## config.mk

```make
export PLATFORM = sky130hd
export DESIGN_NAME = bounded_list_positional_insert_top
export DESIGN_NICKNAME = d
export VERILOG_FILES = /design/src/hw/rtl/blpi_pkg.sv /design/src/hw/rtl/bounded_list_positional_insert_top.sv /design/src/hw/rtl/blpi_front.sv /design/src/hw/rtl/blpi_fifo.sv /design/src/hw/rtl/blpi_back.sv
export SDC_FILE = /design/constraint.sdc
export NUM_CORES = 2
export LEC_CHECK = 0
export BUFFER_PORTS_ARGS = -buffer_cell sky130_fd_sc_hd__buf_2
export CAP_MARGIN = 30
export CELL_PAD_IN_SITES_DETAIL_PLACEMENT = 1
export CELL_PAD_IN_SITES_GLOBAL_PLACEMENT = 1
export CORE_UTILIZATION = 55
export DETAILED_ROUTE_END_ITERATION = 6
export GPL_ROUTABILITY_DRIVEN = 0
export GPL_TIMING_DRIVEN = 1
export HOLD_SLACK_MARGIN = 0.03
export PLACE_DENSITY_LB_ADDON = 0.1
export SYNTH_ARGS = -nofsm -noshare
export SYNTH_HDL_FRONTEND = slang
export SYNTH_HIERARCHICAL = 1
export SYNTH_SLANG_ARGS = --single-unit
```

## constraint.sdc

```tcl
create_clock -name clock -period 11.2 [get_ports clock]
set_input_delay 0 -clock clock [delete_from_list [all_inputs] [get_ports clock]]
set_output_delay 0 -clock clock [all_outputs]
set_load 0.1 [all_outputs]
```

## src/hw/rtl/blpi_pkg.sv

```systemverilog
// Shared constants, codes and types of the bounded list block.
package blpi_pkg;

   localparam int DEPTH      = 16;
   localparam int IDX_W      = $clog2(DEPTH);
   localparam int CNT_W      = $clog2(DEPTH + 1);
   localparam int CMD_W      = 3;
   localparam int POS_W      = 5;
   localparam int VAL_W      = 32;
   localparam int STAT_W     = 2;
   localparam int LEN_W      = 5;
   localparam int CMP_W      = ((CNT_W > POS_W) ? CNT_W : POS_W) + 1;
   localparam int REQ_DATA_W = 40;
   localparam int RSP_DATA_W = 40;
   localparam int FIFO_DEPTH = 2;
   localparam int FIFO_PTR_W = $clog2(FIFO_DEPTH);
   localparam int FIFO_CNT_W = $clog2(FIFO_DEPTH + 1);

   localparam logic [CMD_W-1:0] CMD_INS_TAIL = 3'd0;
   localparam logic [CMD_W-1:0] CMD_INS_HEAD = 3'd1;
   localparam logic [CMD_W-1:0] CMD_INS_POS  = 3'd2;
   localparam logic [CMD_W-1:0] CMD_DEL_TAIL = 3'd3;
   localparam logic [CMD_W-1:0] CMD_DEL_HEAD = 3'd4;
   localparam logic [CMD_W-1:0] CMD_READ_ALL = 3'd5;

   localparam logic [STAT_W-1:0] ST_OK    = 2'd0;
   localparam logic [STAT_W-1:0] ST_EMPTY = 2'd1;
   localparam logic [STAT_W-1:0] ST_RANGE = 2'd2;
   localparam logic [STAT_W-1:0] ST_FULL  = 2'd3;

   // What the back end has to do with one classified command.
   typedef enum logic [2:0] {
      OP_REPLY,
      OP_INSERT,
      OP_DEL_TAIL,
      OP_DEL_HEAD,
      OP_READ
   } op_kind_type;

   typedef struct packed {
      op_kind_type         kind;
      logic [STAT_W-1:0]   status;
      logic [IDX_W-1:0]    idx;
      logic [VAL_W-1:0]    value;
   } op_type;

endpackage

```

## src/hw/rtl/bounded_list_positional_insert_top.sv

```systemverilog
// Top level of the bounded ordered list with positional insert.
//
// This block keeps an ordered list of up to sixteen signed 32-bit values and
// takes one command word at a time: insert at the tail, at the head or at a
// 1-based position, delete at the tail or the head, or read out the whole
// list. Each command gives one result word, except a read-out of a non-empty
// list, which gives one word per element from head to tail with tlast on the
// final one. Errors (empty list, position out of range, full list) give a
// status code and leave the list untouched; unused command codes return
// status OK with the current length. A front end accepts and classifies each
// command against a length count that runs ahead of the list, a two-entry
// queue decouples it from the back end, and the back end computes the shifted
// register list combinationally and stores it whole. Inserts, deletes and
// error replies flow at one command per cycle while the result words are
// taken; a read-out holds the back end until its last element is issued,
// one element per cycle on the same terms. The read-out keeps its queue entry
// until its final word is issued, so meanwhile the front end accepts only one
// more command. An output register holds each result word until it is taken,
// and the back end keeps working into it whenever the word is being taken
// in the same cycle. The list contents need no clearing after reset: only
// entries below the length count are ever returned.
module bounded_list_positional_insert_top (
   input  logic                              clock,
   input  logic                              reset,
   input  logic                              req_tvalid,
   output logic                              req_tready,
   input  logic [blpi_pkg::CMD_W-1:0]        req_tuser,  // cmd
   input  logic [blpi_pkg::REQ_DATA_W-1:0]   req_tdata,  // position [4:0], item_value [36:5], pad
   output logic                              rsp_tvalid,
   input  logic                              rsp_tready,
   output logic [blpi_pkg::RSP_DATA_W-1:0]   rsp_tdata,  // status [1:0], out_value [33:2],
                                                         // length_now [38:34], pad
   output logic                              rsp_tlast
);
   import blpi_pkg::*;

   logic   front_valid, front_ready;
   op_type front_op;
   logic   back_valid, back_ready;
   op_type back_op;

   blpi_front u_front (
      .clock      (clock),
      .reset      (reset),
      .req_tvalid (req_tvalid),
      .req_tready (req_tready),
      .req_tuser  (req_tuser),
      .req_tdata  (req_tdata),
      .op_valid   (front_valid),
      .op_data    (front_op),
      .op_ready   (front_ready)
   );

   blpi_fifo u_fifo (
      .clock      (clock),
      .reset      (reset),
      .push_valid (front_valid),
      .push_ready (front_ready),
      .push_data  (front_op),
      .pop_valid  (back_valid),
      .pop_ready  (back_ready),
      .pop_data   (back_op)
   );

   blpi_back u_back (
      .clock      (clock),
      .reset      (reset),
      .op_valid   (back_valid),
      .op_ready   (back_ready),
      .op_data    (back_op),
      .rsp_tvalid (rsp_tvalid),
      .rsp_tready (rsp_tready),
      .rsp_tdata  (rsp_tdata),
      .rsp_tlast  (rsp_tlast)
   );

endmodule

```

## src/hw/rtl/blpi_front.sv

```systemverilog
// Front end: accepts command words and classifies them against a tracked length.
module blpi_front (
   input  logic                              clock,
   input  logic                              reset,
   input  logic                              req_tvalid,
   output logic                              req_tready,
   input  logic [blpi_pkg::CMD_W-1:0]        req_tuser,  // cmd
   input  logic [blpi_pkg::REQ_DATA_W-1:0]   req_tdata,  // position, item_value, zero pad
   output logic                              op_valid,
   output blpi_pkg::op_type                  op_data,
   input  logic                              op_ready
);
   import blpi_pkg::*;

   logic [CNT_W-1:0] len_ff, len_in;
   logic [POS_W-1:0] position;
   logic [VAL_W-1:0] item_value;
   logic [CMP_W-1:0] pos_ext, len_ext;
   logic             accept;

   assign position   = req_tdata[POS_W-1:0];
   assign item_value = req_tdata[POS_W+VAL_W-1:POS_W];
   assign pos_ext    = CMP_W'(position);
   assign len_ext    = CMP_W'(len_ff);
   assign req_tready = op_ready;
   assign op_valid   = req_tvalid;
   assign accept     = req_tvalid && op_ready;

   // The length seen here runs ahead of the back end by the queued commands,
   // which is what each new command will meet when it is carried out.
   always_comb begin
      op_data.kind   = OP_REPLY;
      op_data.status = ST_OK;
      op_data.idx    = '0;
      op_data.value  = item_value;
      len_in         = len_ff;
      case (req_tuser)
         CMD_INS_TAIL, CMD_INS_HEAD, CMD_INS_POS: begin
            if (req_tuser == CMD_INS_POS &&
                (position == '0 || pos_ext > len_ext + CMP_W'(1))) begin
               op_data.status = ST_RANGE;
            end else if (len_ff >= CNT_W'(DEPTH)) begin
               op_data.status = ST_FULL;
            end else begin
               op_data.kind = OP_INSERT;
               len_in       = len_ff + CNT_W'(1);
               if (req_tuser == CMD_INS_TAIL) begin
                  op_data.idx = IDX_W'(len_ff);
               end else if (req_tuser == CMD_INS_HEAD) begin
                  op_data.idx = '0;
               end else begin
                  op_data.idx = IDX_W'(pos_ext - CMP_W'(1));
               end
            end
         end
         CMD_DEL_TAIL, CMD_DEL_HEAD: begin
            if (len_ff == '0) begin
               op_data.status = ST_EMPTY;
            end else begin
               op_data.kind = (req_tuser == CMD_DEL_TAIL) ? OP_DEL_TAIL : OP_DEL_HEAD;
               len_in       = len_ff - CNT_W'(1);
            end
         end
         CMD_READ_ALL: begin
            if (len_ff == '0) begin
               op_data.status = ST_EMPTY;
            end else begin
               op_data.kind = OP_READ;
            end
         end
         default: begin
            op_data.status = ST_OK;
         end
      endcase
   end

   always_ff @(posedge clock) begin
      if (reset) begin
         len_ff <= '0;
      end else if (accept) begin
         len_ff <= len_in;
      end
   end

endmodule

```

## src/hw/rtl/blpi_fifo.sv

```systemverilog
// Short queue of classified commands between the front and back ends.
module blpi_fifo (
   input  logic              clock,
   input  logic              reset,
   input  logic              push_valid,
   output logic              push_ready,
   input  blpi_pkg::op_type  push_data,
   output logic              pop_valid,
   input  logic              pop_ready,
   output blpi_pkg::op_type  pop_data
);
   import blpi_pkg::*;

   op_type                 mem_ff [FIFO_DEPTH];
   logic [FIFO_PTR_W-1:0]  wr_ptr_ff, rd_ptr_ff;
   logic [FIFO_CNT_W-1:0]  count_ff, count_in;
   logic                   push, pop;

   assign push_ready = count_ff != FIFO_CNT_W'(FIFO_DEPTH);
   assign pop_valid  = count_ff != '0;
   assign pop_data   = mem_ff[rd_ptr_ff];
   assign push       = push_valid && push_ready;
   assign pop        = pop_valid && pop_ready;

   always_comb begin
      count_in = count_ff;
      if (push && !pop) begin
         count_in = count_ff + FIFO_CNT_W'(1);
      end else if (pop && !push) begin
         count_in = count_ff - FIFO_CNT_W'(1);
      end
   end

   always_ff @(posedge clock) begin
      if (push) begin
         mem_ff[wr_ptr_ff] <= push_data;
      end
   end

   always_ff @(posedge clock) begin
      if (reset) begin
         wr_ptr_ff <= '0;
         rd_ptr_ff <= '0;
         count_ff  <= '0;
      end else begin
         count_ff <= count_in;
         if (push) begin
            wr_ptr_ff <= (wr_ptr_ff == FIFO_PTR_W'(FIFO_DEPTH - 1)) ? '0
                                                                     : wr_ptr_ff + FIFO_PTR_W'(1);
         end
         if (pop) begin
            rd_ptr_ff <= (rd_ptr_ff == FIFO_PTR_W'(FIFO_DEPTH - 1)) ? '0
                                                                     : rd_ptr_ff + FIFO_PTR_W'(1);
         end
      end
   end

endmodule

```

## src/hw/rtl/blpi_back.sv

```systemverilog
// Back end: holds the register list, carries out commands and drives result words.
module blpi_back (
   input  logic                              clock,
   input  logic                              reset,
   input  logic                              op_valid,
   output logic                              op_ready,
   input  blpi_pkg::op_type                  op_data,
   output logic                              rsp_tvalid,
   input  logic                              rsp_tready,
   output logic [blpi_pkg::RSP_DATA_W-1:0]   rsp_tdata,  // status, out_value, length_now, pad
   output logic                              rsp_tlast
);
   import blpi_pkg::*;

   logic [VAL_W-1:0]   list_ff [DEPTH];
   logic [VAL_W-1:0]   list_in [DEPTH];
   logic [CNT_W-1:0]   len_ff, len_in;
   logic [IDX_W-1:0]   rd_cnt_ff, rd_cnt_in;
   logic [IDX_W-1:0]   rd_idx;
   logic [VAL_W-1:0]   rd_val;
   logic               rsp_valid_ff, rsp_valid_in;
   logic [STAT_W-1:0]  status_ff, status_in;
   logic [VAL_W-1:0]   value_ff, value_in;
   logic [LEN_W-1:0]   length_ff;
   logic               last_ff, last_in;
   logic               issue, done;

   assign issue    = op_valid && (!rsp_valid_ff || rsp_tready);
   assign op_ready = issue && done;
   assign rd_idx   = (op_data.kind == OP_READ) ? rd_cnt_ff : IDX_W'(len_ff - CNT_W'(1));
   assign rd_val   = list_ff[rd_idx];

   always_comb begin
      list_in   = list_ff;
      len_in    = len_ff;
      rd_cnt_in = rd_cnt_ff;
      status_in = op_data.status;
      value_in  = '0;
      last_in   = 1'b1;
      done      = 1'b1;
      case (op_data.kind)
         OP_INSERT: begin
            // Every entry from the insert point up moves one place toward the tail.
            for (int i = 1; i < DEPTH; i++) begin
               if (IDX_W'(i) > op_data.idx) begin
                  list_in[i] = list_ff[i-1];
               end
            end
            list_in[op_data.idx] = op_data.value;
            len_in = len_ff + CNT_W'(1);
         end
         OP_DEL_TAIL: begin
            value_in = rd_val;
            len_in   = len_ff - CNT_W'(1);
         end
         OP_DEL_HEAD: begin
            value_in = list_ff[0];
            for (int i = 0; i < DEPTH - 1; i++) begin
               list_in[i] = list_ff[i+1];
            end
            len_in = len_ff - CNT_W'(1);
         end
         OP_READ: begin
            value_in  = rd_val;
            last_in   = (CNT_W'(rd_cnt_ff) + CNT_W'(1)) == len_ff;
            done      = last_in;
            rd_cnt_in = last_in ? '0 : rd_cnt_ff + IDX_W'(1);
         end
         default: begin
            value_in = '0;
         end
      endcase
   end

   always_comb begin
      rsp_valid_in = rsp_valid_ff;
      if (issue) begin
         rsp_valid_in = 1'b1;
      end else if (rsp_tready) begin
         rsp_valid_in = 1'b0;
      end
   end

   always_ff @(posedge clock) begin
      if (issue) begin
         list_ff   <= list_in;
         status_ff <= status_in;
         value_ff  <= value_in;
         length_ff <= LEN_W'(len_in);
         last_ff   <= last_in;
      end
   end

   always_ff @(posedge clock) begin
      if (reset) begin
         len_ff       <= '0;
         rd_cnt_ff    <= '0;
         rsp_valid_ff <= 1'b0;
      end else begin
         rsp_valid_ff <= rsp_valid_in;
         if (issue) begin
            len_ff    <= len_in;
            rd_cnt_ff <= rd_cnt_in;
         end
      end
   end

   assign rsp_tvalid = rsp_valid_ff;
   assign rsp_tlast  = last_ff;
   assign rsp_tdata  = {(RSP_DATA_W - STAT_W - VAL_W - LEN_W)'(0), length_ff, value_ff,
                        status_ff};

endmodule
```

==> flow_summary.yaml <==
yosys:
  synth_nets: 3138
  ys_ff_latch: 654
  synth_ff_type: "edfxtp_1"
  avgSynthCellArea_um2: 11.4
  synth_cell_types: 72
  synth_edf_count: 634
  yosysWarnings: 6
  syn_inst: 3074
  synth.largest_area_cell: "edfxtp_1"
  yosysMostFrequentCell: "edfxtp_1"
  ys_seq_area_share_pct: 55.7
  synth_top_area_share_pct: 54.5
  synthTopCellsByCount: "edfxtp_1 (634), nor2_1 (564), nand2_1 (294)"
  synthTopCellsByArea: "edfxtp_1 (55%), a221oi_1 (6.5%), nor2_1 (6.1%), mux4_2 (5.7%), a222oi_1 (3.7%)"
  synth.cell_area_um2: 34900
  synthArstFlopShare_pct: 0
clocking:
  cts_max_level: 3
  cts_resized: 0
  cts.sinks: 654
  cts_buffers: 73
  clk_pin_slew_worst_paths_ns: 0.06
  cts_tree: "yes"
  ctsRootBufferMaster: "clkbuf_16"
  insertion_delay_ns: 0.64
  clockBufferDepth: 3
floorplanning:
  initial_core_util_pct: 56.1
  dieArea_um2: 64500
  io_pins: 90
  die_w_um: 254
  rows: 91
  die_height_um: 254
  coreArea_um2: 62200
detailed_routing:
  detail_route.first_pass.iterations: 7
  ant_nets: 0
  viasPerCell: 7.38
  drt_iter0_markers: 4481
  totalWireLength_um: 127000
  drc_errors: 2
  vias: 28700
  drt-wirelength-per-cell_um: 32.6
sta:
  fin_hold_ws_ns: 0.0904
  setup_violations: 0
  worstMarginPinSlew_ns: 1.12
  slew_headroom_pct: 25.4
  hold_viol_final: 0
  finalCriticalPeriod_ns: 5.41
  rsz0062_at_grt: "false"
  max_freq_mhz: 185
  period_share_pct: 48.3
  setup-tns-final_ns: 0
  drv_slew: 0
  clock_skew_ns: 0.0289
worst_setup_path:
  critPathLaunchType: "flop"
  r2r_setup_slack_ns: 5.79
  end_kind: "flop"
  reg2reg_depth: 9
  critical_path.max_fanout: 48
  path_class: "flop to flop"
  crit_arrival_ns: 5.77
  worst-endpoint-required_ns: 11.56
outcome:
  status: "finished with violations"
  violations: "DRC"
finish:
  num-nets-final: 3057
  drive_above_1_share_pct: 16.1
  area_growth_pct: 10.6
  num-fill-cells: 6254
hold_path:
  hold_depth: 2
  hp-class: "input pin to flop"
global_routing:
  antenna_found_initial: 0
  first_global_vias: 29500
  gr-total-overflow: 0
  grtUsageTotal_pct: 39.5
  grt_max_degree: 194
  grt_pass1_wl_um: 188000
pwr:
  vdd_ir_drop_max_mv: 0.262
  powerDensity_nw_per_um2: 317
  p_leak_uw: 0.0144
placed_design:
  dp_hpwl_um: 68700
  io_buffers: 85
run:
  maxCapViolations: 0
[state kept, by name (all words and copies together) (netlist names), named ones only]
register and cells:
u_front/len_ff 5, u_back/len_ff 5, u_back/status_ff 2, u_fifo/rd_ptr_ff 1
u_fifo/count_ff 2, u_back/value_ff 32, u_back/rd_cnt_ff 4, u_back/list_ff 512
u_back/length_ff 5, u_back/rsp_tlast 1, u_back/rsp_tvalid 1, u_fifo/mem_ff 82
u_fifo/wr_ptr_ff 1
[final cells by class]
| cell class | instances | area [um^2] | share of cell area, % |
|---|---|---|---|
| inverters | 150 | 563 | 1.46 |
| repair buffers | 203 | 1490 | 3.86 |
| clock buffers | 94 | 1970 | 5.10 |
| well taps | 837 | 1050 | 2.71 |
| flip-flops and latches | 654 | 19400 | 50.4 |
| clock inverters | 36 | 339 | 0.879 |
| diodes | 1 | 2.50 | 0.00648 |
| multi-input cells | 1911 | 13700 | 35.6 |
[layout by cell type (no fill, tap or decap), types with 5 or more instances in the layout]
cell,instances
a21o_1,6
a21oi_1,22
a21oi_4,7
a221o_1,29
a221oi_1,258
a222oi_1,129
a22o_1,32
a22oi_1,67
buf_2,85
buf_4,70
bufinv_16,5
clkbuf_1,17
clkbuf_16,75
clkinv_1,17
clkinv_2,5
dfxtp_1,19
dlygate4sd3_1,41
edfxtp_1,634
ha_1,16
inv_1,148
mux2_2,71
mux2i_1,44
mux4_2,88
nand2_1,291
nand2b_1,8
nand3_1,76
nand4_1,36
nor2_1,538
nor2_4,26
nor3_1,5
o21ai_0,46
xnor2_1,10
xor2_1,13
[cells by family (layout without fill, tap and decap cells)]
group / after synthesis / in the layout / share of synthesized area (%)
flops: 654 / 654 / 55.7
fa+ha+maj: 18 / 18 / 0.660
simple gates: 1025 / 1025 / 12.2
other cells: 1 / 2 / 0.0107
compound gates: 634 / 634 / 15.4
mux: 210 / 210 / 9.46
xor+xnor: 23 / 23 / 0.577
buf+inv: 509 / 483 / 6.09
[metal layers]
layer,routed length [um],track usage [%]
met1,45800,51.0
met2,59600,62.9
met3,15000,9.00
met4,6120,19.8
met5,0,0
[worst paths after layout]
kind | from | end
worst min register to register | u_fifo/rd_ptr_ff$_SDFFE_PP0P_ | u_fifo/rd_ptr_ff$_SDFFE_PP0P_
worst max-delay path | flop | u_back/value_ff[30]$_SDFFCE_PN0P_
worst min-delay path | req_tdata[8] | u_fifo/mem_ff[1][3]$_DFFE_PP_
worst max register to register | flop | u_back/value_ff[30]$_SDFFCE_PN0P_
[timing repair]
action,CTS,global route
endpoints found under the hold margin,96,0
buffers inserted,0,0
hold buffers,41,0
[critical path: stages (launching register included)]
cell and delay [ns]:
dfxtp_2 0.31, buf_4 0.56, mux2_2 0.54, nor3b_4 0.79
mux2i_4 0.40, buf_4 0.54, buf_4 0.86, mux4_2 0.61
a22oi_1 0.28, nand2_1 0.11
[per-stage QoR]
step	instance area [um^2]	power (uW)	utilization [%]	cells	worst slack [ns]
3_5_place_dp	35800	9610	57.6	3711	5.83
5_1_grt	38600	12600	62.1	3885	5.56
2_1_floorplan	34900	7770	-	3074	6.26
4_1_cts	38500	12000	62.0	3882	5.80
6_report	38600	12200	62.1	3886	5.79
3_3_place_gp	35800	9350	57.6	3709	5.86
[power breakdown]
part           internal [uW]  switching, uW  leakage (uW)
registers               3590            313       0.00602
clock network           1360           1020       0.00112
logic                   1770           4160       0.00723
(Power assumes the default switching activity.)
